File: src/wdce_pkg.sv
// Package for the WAV data chunk extractor.
// Holds the item types, parse phase codes and tag constants; no dependencies.
`timescale 1ns / 1ps
`default_nettype none

package wdce_pkg;

    typedef struct packed {
        logic [7:0] in_byte;
        logic       start_of_file;
    } t_in_item;

    typedef struct packed {
        logic [7:0] out_byte;
        logic       last_payload;
        logic       status;
    } t_out_item;

    localparam int PHASE_W = 4;
    localparam int POS_W   = 11;
    localparam int LIMIT_W = 10;

    localparam logic [PHASE_W-1:0] PH_RIFF     = 4'd0;
    localparam logic [PHASE_W-1:0] PH_RIFFSIZE = 4'd1;
    localparam logic [PHASE_W-1:0] PH_WAVE     = 4'd2;
    localparam logic [PHASE_W-1:0] PH_ID       = 4'd3;
    localparam logic [PHASE_W-1:0] PH_SIZE     = 4'd4;
    localparam logic [PHASE_W-1:0] PH_SKIP     = 4'd5;
    localparam logic [PHASE_W-1:0] PH_PAD      = 4'd6;
    localparam logic [PHASE_W-1:0] PH_PAYLOAD  = 4'd7;
    localparam logic [PHASE_W-1:0] PH_DONE     = 4'd8;
    localparam logic [PHASE_W-1:0] PH_ERROR    = 4'd9;

    localparam logic [31:0] TAG_RIFF = 32'h4646_4952;
    localparam logic [31:0] TAG_WAVE = 32'h4556_4157;
    localparam logic [31:0] TAG_DATA = 32'h6174_6164;

    localparam logic [LIMIT_W-1:0] SCAN_LIMIT_RESET = 10'd1000;
    localparam logic [POS_W-1:0]   POS_MAX          = 11'd2047;

    localparam logic STATUS_PAYLOAD = 1'b0;
    localparam logic STATUS_ERROR   = 1'b1;

endpackage

`default_nettype wire

File: src/wdce_out_reg.sv
// Result register for the WAV data chunk extractor.
// Holds one result word until the consumer takes it; uses wdce_pkg types.
`timescale 1ns / 1ps
`default_nettype none

module wdce_out_reg (
    input  wire logic               i_clk,
    input  wire logic               i_rst_n,
    input  wire logic               i_load,
    input  wire wdce_pkg::t_out_item i_item,
    input  wire logic               i_out_stall,
    output logic                    o_free,
    output logic                    o_out_valid,
    output wdce_pkg::t_out_item     o_out_data
);

    logic                r_valid;
    logic                n_valid;
    wdce_pkg::t_out_item r_item;

    assign o_free = !r_valid || !i_out_stall;

    always_comb begin
        n_valid = r_valid;
        if (o_free) begin
            n_valid = i_load;
        end
    end

    always_ff @(posedge i_clk) begin
        if (!i_rst_n) begin
            r_valid <= 1'b0;
        end else begin
            r_valid <= n_valid;
        end
    end

    // payload needs no reset; load only when the slot frees up
    always_ff @(posedge i_clk) begin
        if (o_free && i_load) begin
            r_item <= i_item;
        end
    end

    assign o_out_valid = r_valid;
    assign o_out_data  = r_item;

endmodule

`default_nettype wire

File: src/wdce_parser.sv
// RIFF/WAVE parse engine: phase, position, tag shift and byte counters.
// Consumes one registered byte per fire strobe; uses wdce_pkg.
`timescale 1ns / 1ps
`default_nettype none

module wdce_parser (
    input  wire logic                          i_clk,
    input  wire logic                          i_rst_n,
    input  wire logic                          i_fire,
    input  wire wdce_pkg::t_in_item            i_item,
    input  wire logic [wdce_pkg::LIMIT_W-1:0]  i_scan_limit,
    output logic                               o_res_valid,
    output wdce_pkg::t_out_item                o_res
);

    logic [wdce_pkg::PHASE_W-1:0] r_phase, n_phase;
    logic [wdce_pkg::POS_W-1:0]   r_pos,   n_pos;
    logic [1:0]                   r_bif,   n_bif;
    logic [31:0]                  r_shift, n_shift;
    logic [31:0]                  r_rem,   n_rem;
    logic                         r_mis,   n_mis;

    // state seen by this byte, after an optional restart
    logic [wdce_pkg::PHASE_W-1:0] c_phase;
    logic [wdce_pkg::POS_W-1:0]   c_pos;
    logic [1:0]                   c_bif;
    logic [31:0]                  c_shift;
    logic [31:0]                  c_rem;
    logic                         c_mis;
    logic [31:0]                  shifted;
    logic [1:0]                   bif_inc;
    logic [31:0]                  rem_dec;
    logic                         id_mis;
    logic                         past_limit;

    always_comb begin
        if (i_item.start_of_file) begin
            c_phase = wdce_pkg::PH_RIFF;
            c_pos   = '0;
            c_bif   = '0;
            c_shift = '0;
            c_rem   = '0;
            c_mis   = 1'b0;
        end else begin
            c_phase = r_phase;
            c_pos   = r_pos;
            c_bif   = r_bif;
            c_shift = r_shift;
            c_rem   = r_rem;
            c_mis   = r_mis;
        end
    end

    assign shifted    = {i_item.in_byte, c_shift[31:8]};
    assign bif_inc    = c_bif + 2'd1;
    assign rem_dec    = c_rem - 32'd1;
    assign id_mis     = (shifted != wdce_pkg::TAG_DATA);
    // chunk header starts three bytes before this one
    assign past_limit = ({1'b0, c_pos} >= ({2'b00, i_scan_limit} + 12'd3));

    always_comb begin
        n_phase     = c_phase;
        n_pos       = (c_pos < wdce_pkg::POS_MAX) ? c_pos + 11'd1 : c_pos;
        n_bif       = c_bif;
        n_shift     = c_shift;
        n_rem       = c_rem;
        n_mis       = c_mis;
        o_res_valid = 1'b0;
        o_res       = '{out_byte: 8'd0, last_payload: 1'b0,
                        status: wdce_pkg::STATUS_ERROR};

        unique case (c_phase)
            wdce_pkg::PH_RIFF, wdce_pkg::PH_RIFFSIZE, wdce_pkg::PH_WAVE,
            wdce_pkg::PH_ID, wdce_pkg::PH_SIZE: begin
                n_shift = shifted;
                n_bif   = bif_inc;
                if (bif_inc == 2'd0) begin
                    unique case (c_phase)
                        wdce_pkg::PH_RIFF: begin
                            if (shifted != wdce_pkg::TAG_RIFF) begin
                                n_phase     = wdce_pkg::PH_ERROR;
                                o_res_valid = 1'b1;
                            end else begin
                                n_phase = wdce_pkg::PH_RIFFSIZE;
                            end
                        end
                        wdce_pkg::PH_RIFFSIZE: begin
                            n_phase = wdce_pkg::PH_WAVE;
                        end
                        wdce_pkg::PH_WAVE: begin
                            if (shifted != wdce_pkg::TAG_WAVE) begin
                                n_phase     = wdce_pkg::PH_ERROR;
                                o_res_valid = 1'b1;
                            end else begin
                                n_phase = wdce_pkg::PH_ID;
                            end
                        end
                        wdce_pkg::PH_ID: begin
                            n_mis = id_mis;
                            if (id_mis && past_limit) begin
                                n_phase     = wdce_pkg::PH_ERROR;
                                o_res_valid = 1'b1;
                            end else begin
                                n_phase = wdce_pkg::PH_SIZE;
                            end
                        end
                        default: begin
                            // size field complete: little-endian count
                            n_rem = shifted;
                            if (!c_mis) begin
                                n_phase = (shifted == 32'd0) ? wdce_pkg::PH_DONE
                                                             : wdce_pkg::PH_PAYLOAD;
                            end else if (shifted != 32'd0) begin
                                n_bif   = {1'b0, shifted[0]};
                                n_phase = wdce_pkg::PH_SKIP;
                            end else begin
                                n_phase = wdce_pkg::PH_ID;
                            end
                        end
                    endcase
                end
            end
            wdce_pkg::PH_SKIP: begin
                n_rem = rem_dec;
                if (rem_dec == 32'd0) begin
                    // odd size leaves one pad byte to drop
                    n_phase = c_bif[0] ? wdce_pkg::PH_PAD : wdce_pkg::PH_ID;
                    n_bif   = 2'd0;
                end
            end
            wdce_pkg::PH_PAD: begin
                n_phase = wdce_pkg::PH_ID;
                n_bif   = 2'd0;
            end
            wdce_pkg::PH_PAYLOAD: begin
                n_rem       = rem_dec;
                o_res_valid = 1'b1;
                o_res       = '{out_byte: i_item.in_byte,
                                last_payload: (rem_dec == 32'd0),
                                status: wdce_pkg::STATUS_PAYLOAD};
                if (rem_dec == 32'd0) begin
                    n_phase = wdce_pkg::PH_DONE;
                end
            end
            default: begin
                // done, error: drop bytes until the next start of file
            end
        endcase
    end

    always_ff @(posedge i_clk) begin
        if (!i_rst_n) begin
            r_phase <= wdce_pkg::PH_RIFF;
            r_pos   <= '0;
            r_bif   <= '0;
            r_shift <= '0;
            r_rem   <= '0;
            r_mis   <= 1'b0;
        end else if (i_fire) begin
            r_phase <= n_phase;
            r_pos   <= n_pos;
            r_bif   <= n_bif;
            r_shift <= n_shift;
            r_rem   <= n_rem;
            r_mis   <= n_mis;
        end
    end

    a_err_parks: assert property (@(posedge i_clk) disable iff (!i_rst_n)
        (i_fire && o_res_valid && o_res.status == wdce_pkg::STATUS_ERROR)
        |=> (r_phase == wdce_pkg::PH_ERROR))
        else $error("error result did not park the parser");

    a_count_live: assert property (@(posedge i_clk) disable iff (!i_rst_n)
        (r_phase == wdce_pkg::PH_PAYLOAD || r_phase == wdce_pkg::PH_SKIP)
        |-> (r_rem != 32'd0))
        else $error("byte count exhausted while still counting");

    a_last_ends: assert property (@(posedge i_clk) disable iff (!i_rst_n)
        (i_fire && o_res_valid && o_res.last_payload)
        |=> (r_phase == wdce_pkg::PH_DONE))
        else $error("last payload byte did not finish the chunk");

endmodule

`default_nettype wire

File: src/wav_data_chunk_extractor.sv
// Top level of the WAV data chunk extractor: input register, config register,
// parse engine and result register. Uses wdce_pkg, wdce_parser, wdce_out_reg.
//
// Takes one WAV file byte per cycle with no gaps of its own: a byte entering the
// input register is parsed there and its result (a data chunk byte, or one
// error word) is loaded into the result register once that register is free.
// The per-byte phase update and the 32-bit count decrement lie on the path
// from the input register to the result register. Header bytes and skipped
// chunks give no result word. The input stalls only when the result register
// is full and the consumer stalls.
`timescale 1ns / 1ps
`default_nettype none

module wav_data_chunk_extractor (
    input  wire logic                          i_clk,
    input  wire logic                          i_rst_n,
    input  wire logic                          i_in_valid,
    output logic                               o_in_stall,
    input  wire wdce_pkg::t_in_item            i_in_data,
    output logic                               o_out_valid,
    input  wire logic                          i_out_stall,
    output wdce_pkg::t_out_item                o_out_data,
    input  wire logic                          i_cfg_valid,
    output logic                               o_cfg_ready,
    input  wire logic [wdce_pkg::LIMIT_W-1:0]  i_cfg_data
);

    logic                         r_in_valid;
    logic                         n_in_valid;
    wdce_pkg::t_in_item           r_in;
    logic [wdce_pkg::LIMIT_W-1:0] r_scan_limit;
    logic                         out_free;
    logic                         advance;
    logic                         accept;
    logic                         res_valid;
    wdce_pkg::t_out_item          res;

    assign o_cfg_ready = 1'b1;

    always_ff @(posedge i_clk) begin
        if (!i_rst_n) begin
            r_scan_limit <= wdce_pkg::SCAN_LIMIT_RESET;
        end else if (i_cfg_valid && o_cfg_ready) begin
            r_scan_limit <= i_cfg_data;
        end
    end

    // advance the held word whenever the result slot can take its outcome
    assign advance    = r_in_valid && out_free;
    assign o_in_stall = r_in_valid && !out_free;
    assign accept     = i_in_valid && !o_in_stall;

    always_comb begin
        n_in_valid = r_in_valid;
        if (accept) begin
            n_in_valid = 1'b1;
        end else if (advance) begin
            n_in_valid = 1'b0;
        end
    end

    always_ff @(posedge i_clk) begin
        if (!i_rst_n) begin
            r_in_valid <= 1'b0;
        end else begin
            r_in_valid <= n_in_valid;
        end
    end

    always_ff @(posedge i_clk) begin
        if (accept) begin
            r_in <= i_in_data;
        end
    end

    wdce_parser u_parser (
        .i_clk        (i_clk),
        .i_rst_n      (i_rst_n),
        .i_fire       (advance),
        .i_item       (r_in),
        .i_scan_limit (r_scan_limit),
        .o_res_valid  (res_valid),
        .o_res        (res)
    );

    wdce_out_reg u_out_reg (
        .i_clk       (i_clk),
        .i_rst_n     (i_rst_n),
        .i_load      (advance && res_valid),
        .i_item      (res),
        .i_out_stall (i_out_stall),
        .o_free      (out_free),
        .o_out_valid (o_out_valid),
        .o_out_data  (o_out_data)
    );

endmodule

`default_nettype wire
File: config.mk
export PLATFORM = sky130hd
export DESIGN_NAME = wav_data_chunk_extractor
export DESIGN_NICKNAME = d
export VERILOG_FILES = /design/src/wdce_pkg.sv /design/src/wdce_out_reg.sv /design/src/wdce_parser.sv /design/src/wav_data_chunk_extractor.sv
export SDC_FILE = /design/constraint.sdc
export NUM_CORES = 1
export LEC_CHECK = 0
export ABC_AREA = 0
export BUFFER_PORTS_ARGS = -buffer_cell sky130_fd_sc_hd__buf_4
export CAP_MARGIN = 15
export CORE_MARGIN = 3
export CORE_UTILIZATION = 60
export DETAILED_ROUTE_END_ITERATION = 8
export GPL_ROUTABILITY_DRIVEN = 0
export GPL_TIMING_DRIVEN = 1
export PLACE_DENSITY_LB_ADDON = 0.15
export SYNTH_ARGS = -nofsm -noshare
export SYNTH_HDL_FRONTEND = slang
export SYNTH_HIERARCHICAL = 1
export SYNTH_SLANG_ARGS = --single-unit
File: constraint.sdc
create_clock -name i_clk -period 4.93 [get_ports i_clk]
set_input_delay 0.7395 -clock i_clk [delete_from_list [all_inputs] [get_ports i_clk]]
set_output_delay 0.7395 -clock i_clk [all_outputs]
set_load 0.01 [all_outputs]
==> results.py <==
metrics = {
    "synth": {
        "ys_ff_latch": 105,
        "synth_edf_count": 19,
        "mappedNetlistNets": 894,
        "ys_warn_count": 6,
        "avgSynthCellArea_um2": 8.13,
        "syn_area_um2": 6930,
        "syn_inst": 852,
        "synth.area.top_cells": "dfxtp_1 (25%), edfxtp_1 (8.2%), nor2b_1 (5.7%)",
        "yosys.area.top_type": "dfxtp_1",
        "yosysTopAreaCellShare": 0.249,
        "synth_ff_type": "dfxtp_1",
        "synth-seq-area-share": 0.331,
        "synthDistinctLibCells": 81,
        "async_flop_share": 0,
    },
    "power": {
        "power_frac_seq": 0.457,
        "total_power_mw": 2.04,
        "p_sw_uw": 543,
        "sw_frac_of_total": 0.266,
        "ir_worst_vdd_v": 0.000345,
        "p_per_area_nw_per_um2": 272,
        "combPwrFrac": 0.133,
        "power.internal_mw": 1.50,
        "leakage_nw": 2.71,
        "clkPwrFrac": 0.410,
    },
    "drt": {
        "vias_per_cell": 6.89,
        "vias": 6818,
        "wl_per_cell_um": 21.0,
        "antenna_left": 0,
        "routed_wl_um": 20800,
        "dr.pass1.iters": 8,
        "drc": 0,
        "drt_iter0_drc": 1067,
    },
    "critical_path": {
        "crit_fanout": 14,
        "critPathSlowestCell": "nor4_4",
        "reg2reg_from": "u_parser/r_rem[8]",
        "worstSetupPathType": "flip-flop to flip-flop",
        "worstPathArrival_ps": 4160,
        "startpoint": "u_parser/r_rem[8]",
        "slowest_delay_ps": 670,
        "cp-start-kind": "flip-flop",
        "crit_required_ps": 5180,
        "path_cells": "nor4_4 -> nand2_1 -> or4_1 -> xor2_1 -> o21ai_0 -> or4_2 -> nor3_2 -> nand4_1 -> and3_1",
        "critPathCaptureType": "flip-flop",
    },
    "timing": {
        "setup_tns_ps": 0,
        "setup_viol": 0,
        "finalCritPeriodShare": 0.793,
        "fmax_mhz": 256,
        "maxSlewViolCount": 0,
        "fin_ws_ps": 1020,
        "slew_headroom": 0.236,
        "skew_ps": 7.94,
        "fin_crit_ps": 3910,
        "rsz0062_at_grt": "false",
        "worstMarginPinSlew_ps": 1140,
        "hold_viol_final": 0,
    },
    "floorplan": {
        "io_pins": 37,
        "die_h_um": 113,
        "fp.dieArea_um2": 12900,
        "rows": 38,
        "start_util": 0.625,
        "die_width_um": 113,
        "coreArea_um2": 11100,
    },
    "finish": {
        "multiInputGateArea_um2": 4300,
        "antenna_cells": 0,
        "nFillCells": 942,
        "area_delta_synth_final_pct": 8.31,
        "nNetsFinal": 886,
        "layout.cells.non_filler": 989,
        "drive_gt1_frac": 0.107,
        "fin_util": 0.677,
        "regArea_um2": 2290,
    },
    "worst_hold_path": {
        "min_from": "u_parser/r_bif[1]",
        "min_path_type": "flip-flop to flip-flop",
    },
    "outcome": {
        "status": "finished, final reports clean",
    },
    "clock_tree": {
        "clkLatencyLatePin_ps": 360,
        "h-tree-depth": 3,
        "clkSlewWorstSetupHoldPaths_ps": 70,
        "ctsHoldBuffers": 0,
        "cts_root_buf": "clkbuf_16",
        "cts_max_path_buffers": 2,
        "cts_tree": "done",
        "cts_resized": 0,
        "clock-sinks": 105,
        "cts_buffers": 9,
        "post_cts_buffers": 0,
    },
    "place": {
        "place_ws_ps": 1170,
        "hpwl_um": 14700,
        "dp_cells": 973,
        "port_buffers": 35,
    },
    "grt": {
        "overflow": 0,
        "grt_max_degree": 93,
        "track_usage": 0.328,
        "grt_pass1_wl_um": 33700,
        "antenna_found_initial": 1,
        "first_global_vias": 6357,
    },
    "flow_run": {
        "drv_cap": 0,
    },
}
-- registers in the layout (all words and copies together), names as in the netlist, 2 cells and up --
name and flops:
u_parser/r_pos 11, u_parser/r_shift 24, u_parser/r_phase 4, u_out_reg/o_out_data 10, r_scan_limit 10, u_parser/r_rem 32, r_in 9, u_parser/r_bif 2
-- through the flow --
stage	area, µm²	hold WS (ps)
after floorplan	6930	456
after global placement	7160	465
after detailed placement	7160	496
after CTS	7500	505
after global routing	7500	545
final	7500	509
-- logic make-up (layout without fill, tap and decap cells) --
logic type               Yosys count  count (layout)  share of synthesized area
AO/OA/AOI/OAI                    224             224                      0.223
XOR/XNOR                          23              23                     0.0291
adder cells (fa/ha/maj)           18              18                     0.0325
buffers and inverters             80              77                     0.0495
flip-flops                       105             105                      0.331
multiplexers                      21              21                     0.0309
other                              1               1                   0.000541
AND/OR/NAND/NOR                  380             380                      0.304
-- critical path, delay by kind of cell, from the launching register on --
kind,cells,cell delay (ps)
AND/OR/NAND/NOR,7,2970
flip-flops,1,470
XOR/XNOR,1,190
AO/OA/AOI/OAI,1,170
-- power groups by stage --
stage / Clock, mW / Sequential, mW / Combinational (mW)
after floorplan: 0 / 0.928 / 0.206
after global placement: 0 / 0.949 / 0.254
after detailed placement: 0 / 0.950 / 0.261
after CTS: 0.846 / 0.931 / 0.263
after global routing: 0.882 / 0.935 / 0.295
final: 0.837 / 0.933 / 0.271
-- layer usage --
| metal | vias up | share of wire | track usage |
|---|---|---|---|
| met5 | - | 0.00092 | 0 |
| met4 | 2 | 0.042 | 0.126 |
| met3 | 86 | 0.11 | 0.0976 |
| met2 | 417 | 0.45 | 0.502 |
| met1 | 3185 | 0.40 | 0.438 |
| li1 | 3128 | - | - |
-- final cells by class --
type	count	share of cell area
flip-flops and latches	105	0.306
well taps	140	0.0234
inverters	18	0.00901
repair buffers	43	0.0430
clock inverters	6	0.0153
clock buffers	10	0.0305
multi-input cells	667	0.573
-- cells in the mapped netlist, types with 3 or more instances --
| cell type | count |
|---|---|
| edfxtp_1 | 19 |
| or2_2 | 5 |
| a22o_1 | 8 |
| mux2_2 | 3 |
| nor3b_1 | 7 |
| mux2i_1 | 18 |
| o21a_1 | 6 |
| nor3_1 | 23 |
| dfxtp_1 | 86 |
| a21oi_1 | 34 |
| nand3_1 | 31 |
| xnor2_1 | 12 |
| or4_1 | 7 |
| or3_1 | 11 |
| o221ai_1 | 3 |
| a31oi_1 | 8 |
| o2111ai_1 | 4 |
| o211ai_1 | 10 |
| inv_1 | 18 |
| a211oi_1 | 3 |
| nand2_1 | 104 |
| and2_1 | 10 |
| nand4_1 | 12 |
| o31ai_1 | 5 |
| nor2b_1 | 63 |
| a22oi_1 | 39 |
| o21ai_0 | 50 |
| clkbuf_1 | 46 |
| and3_1 | 14 |
| buf_6 | 3 |
| buf_1 | 3 |
| ha_1 | 18 |
| buf_2 | 6 |
| a21o_1 | 4 |
| a32oi_1 | 3 |
| a21boi_0 | 14 |
| nand2b_1 | 5 |
| a41oi_1 | 4 |
| o311ai_0 | 3 |
| o22ai_1 | 6 |
| xor2_1 | 11 |
| nor4_1 | 19 |
| nor2_1 | 42 |
-- final timing paths --
path                                             to  slack (ps)  cells after the start
worst max-delay path            u_parser/r_phase[0]        1020                      9
worst min-delay path              u_parser/r_bif[1]         510                      2
worst max register to register  u_parser/r_phase[0]        1020                      9
worst min register to register    u_parser/r_bif[1]         510                      2
-- cell usage in the layout (no fill, tap or decap), types with 14 or more instances in the layout --
cell type / instances
mux2i_1: 18
nor2b_1: 63
o21ai_0: 50
dfxtp_1: 86
a22oi_1: 39
nor3_1: 23
nand2_1: 104
buf_4: 43
nor2_1: 41
nand3_1: 31
inv_1: 18
ha_1: 18
nor4_1: 19
and3_1: 14
a21oi_1: 34
edfxtp_1: 19
a21boi_0: 14
Power figures use the tool's default switching activity.
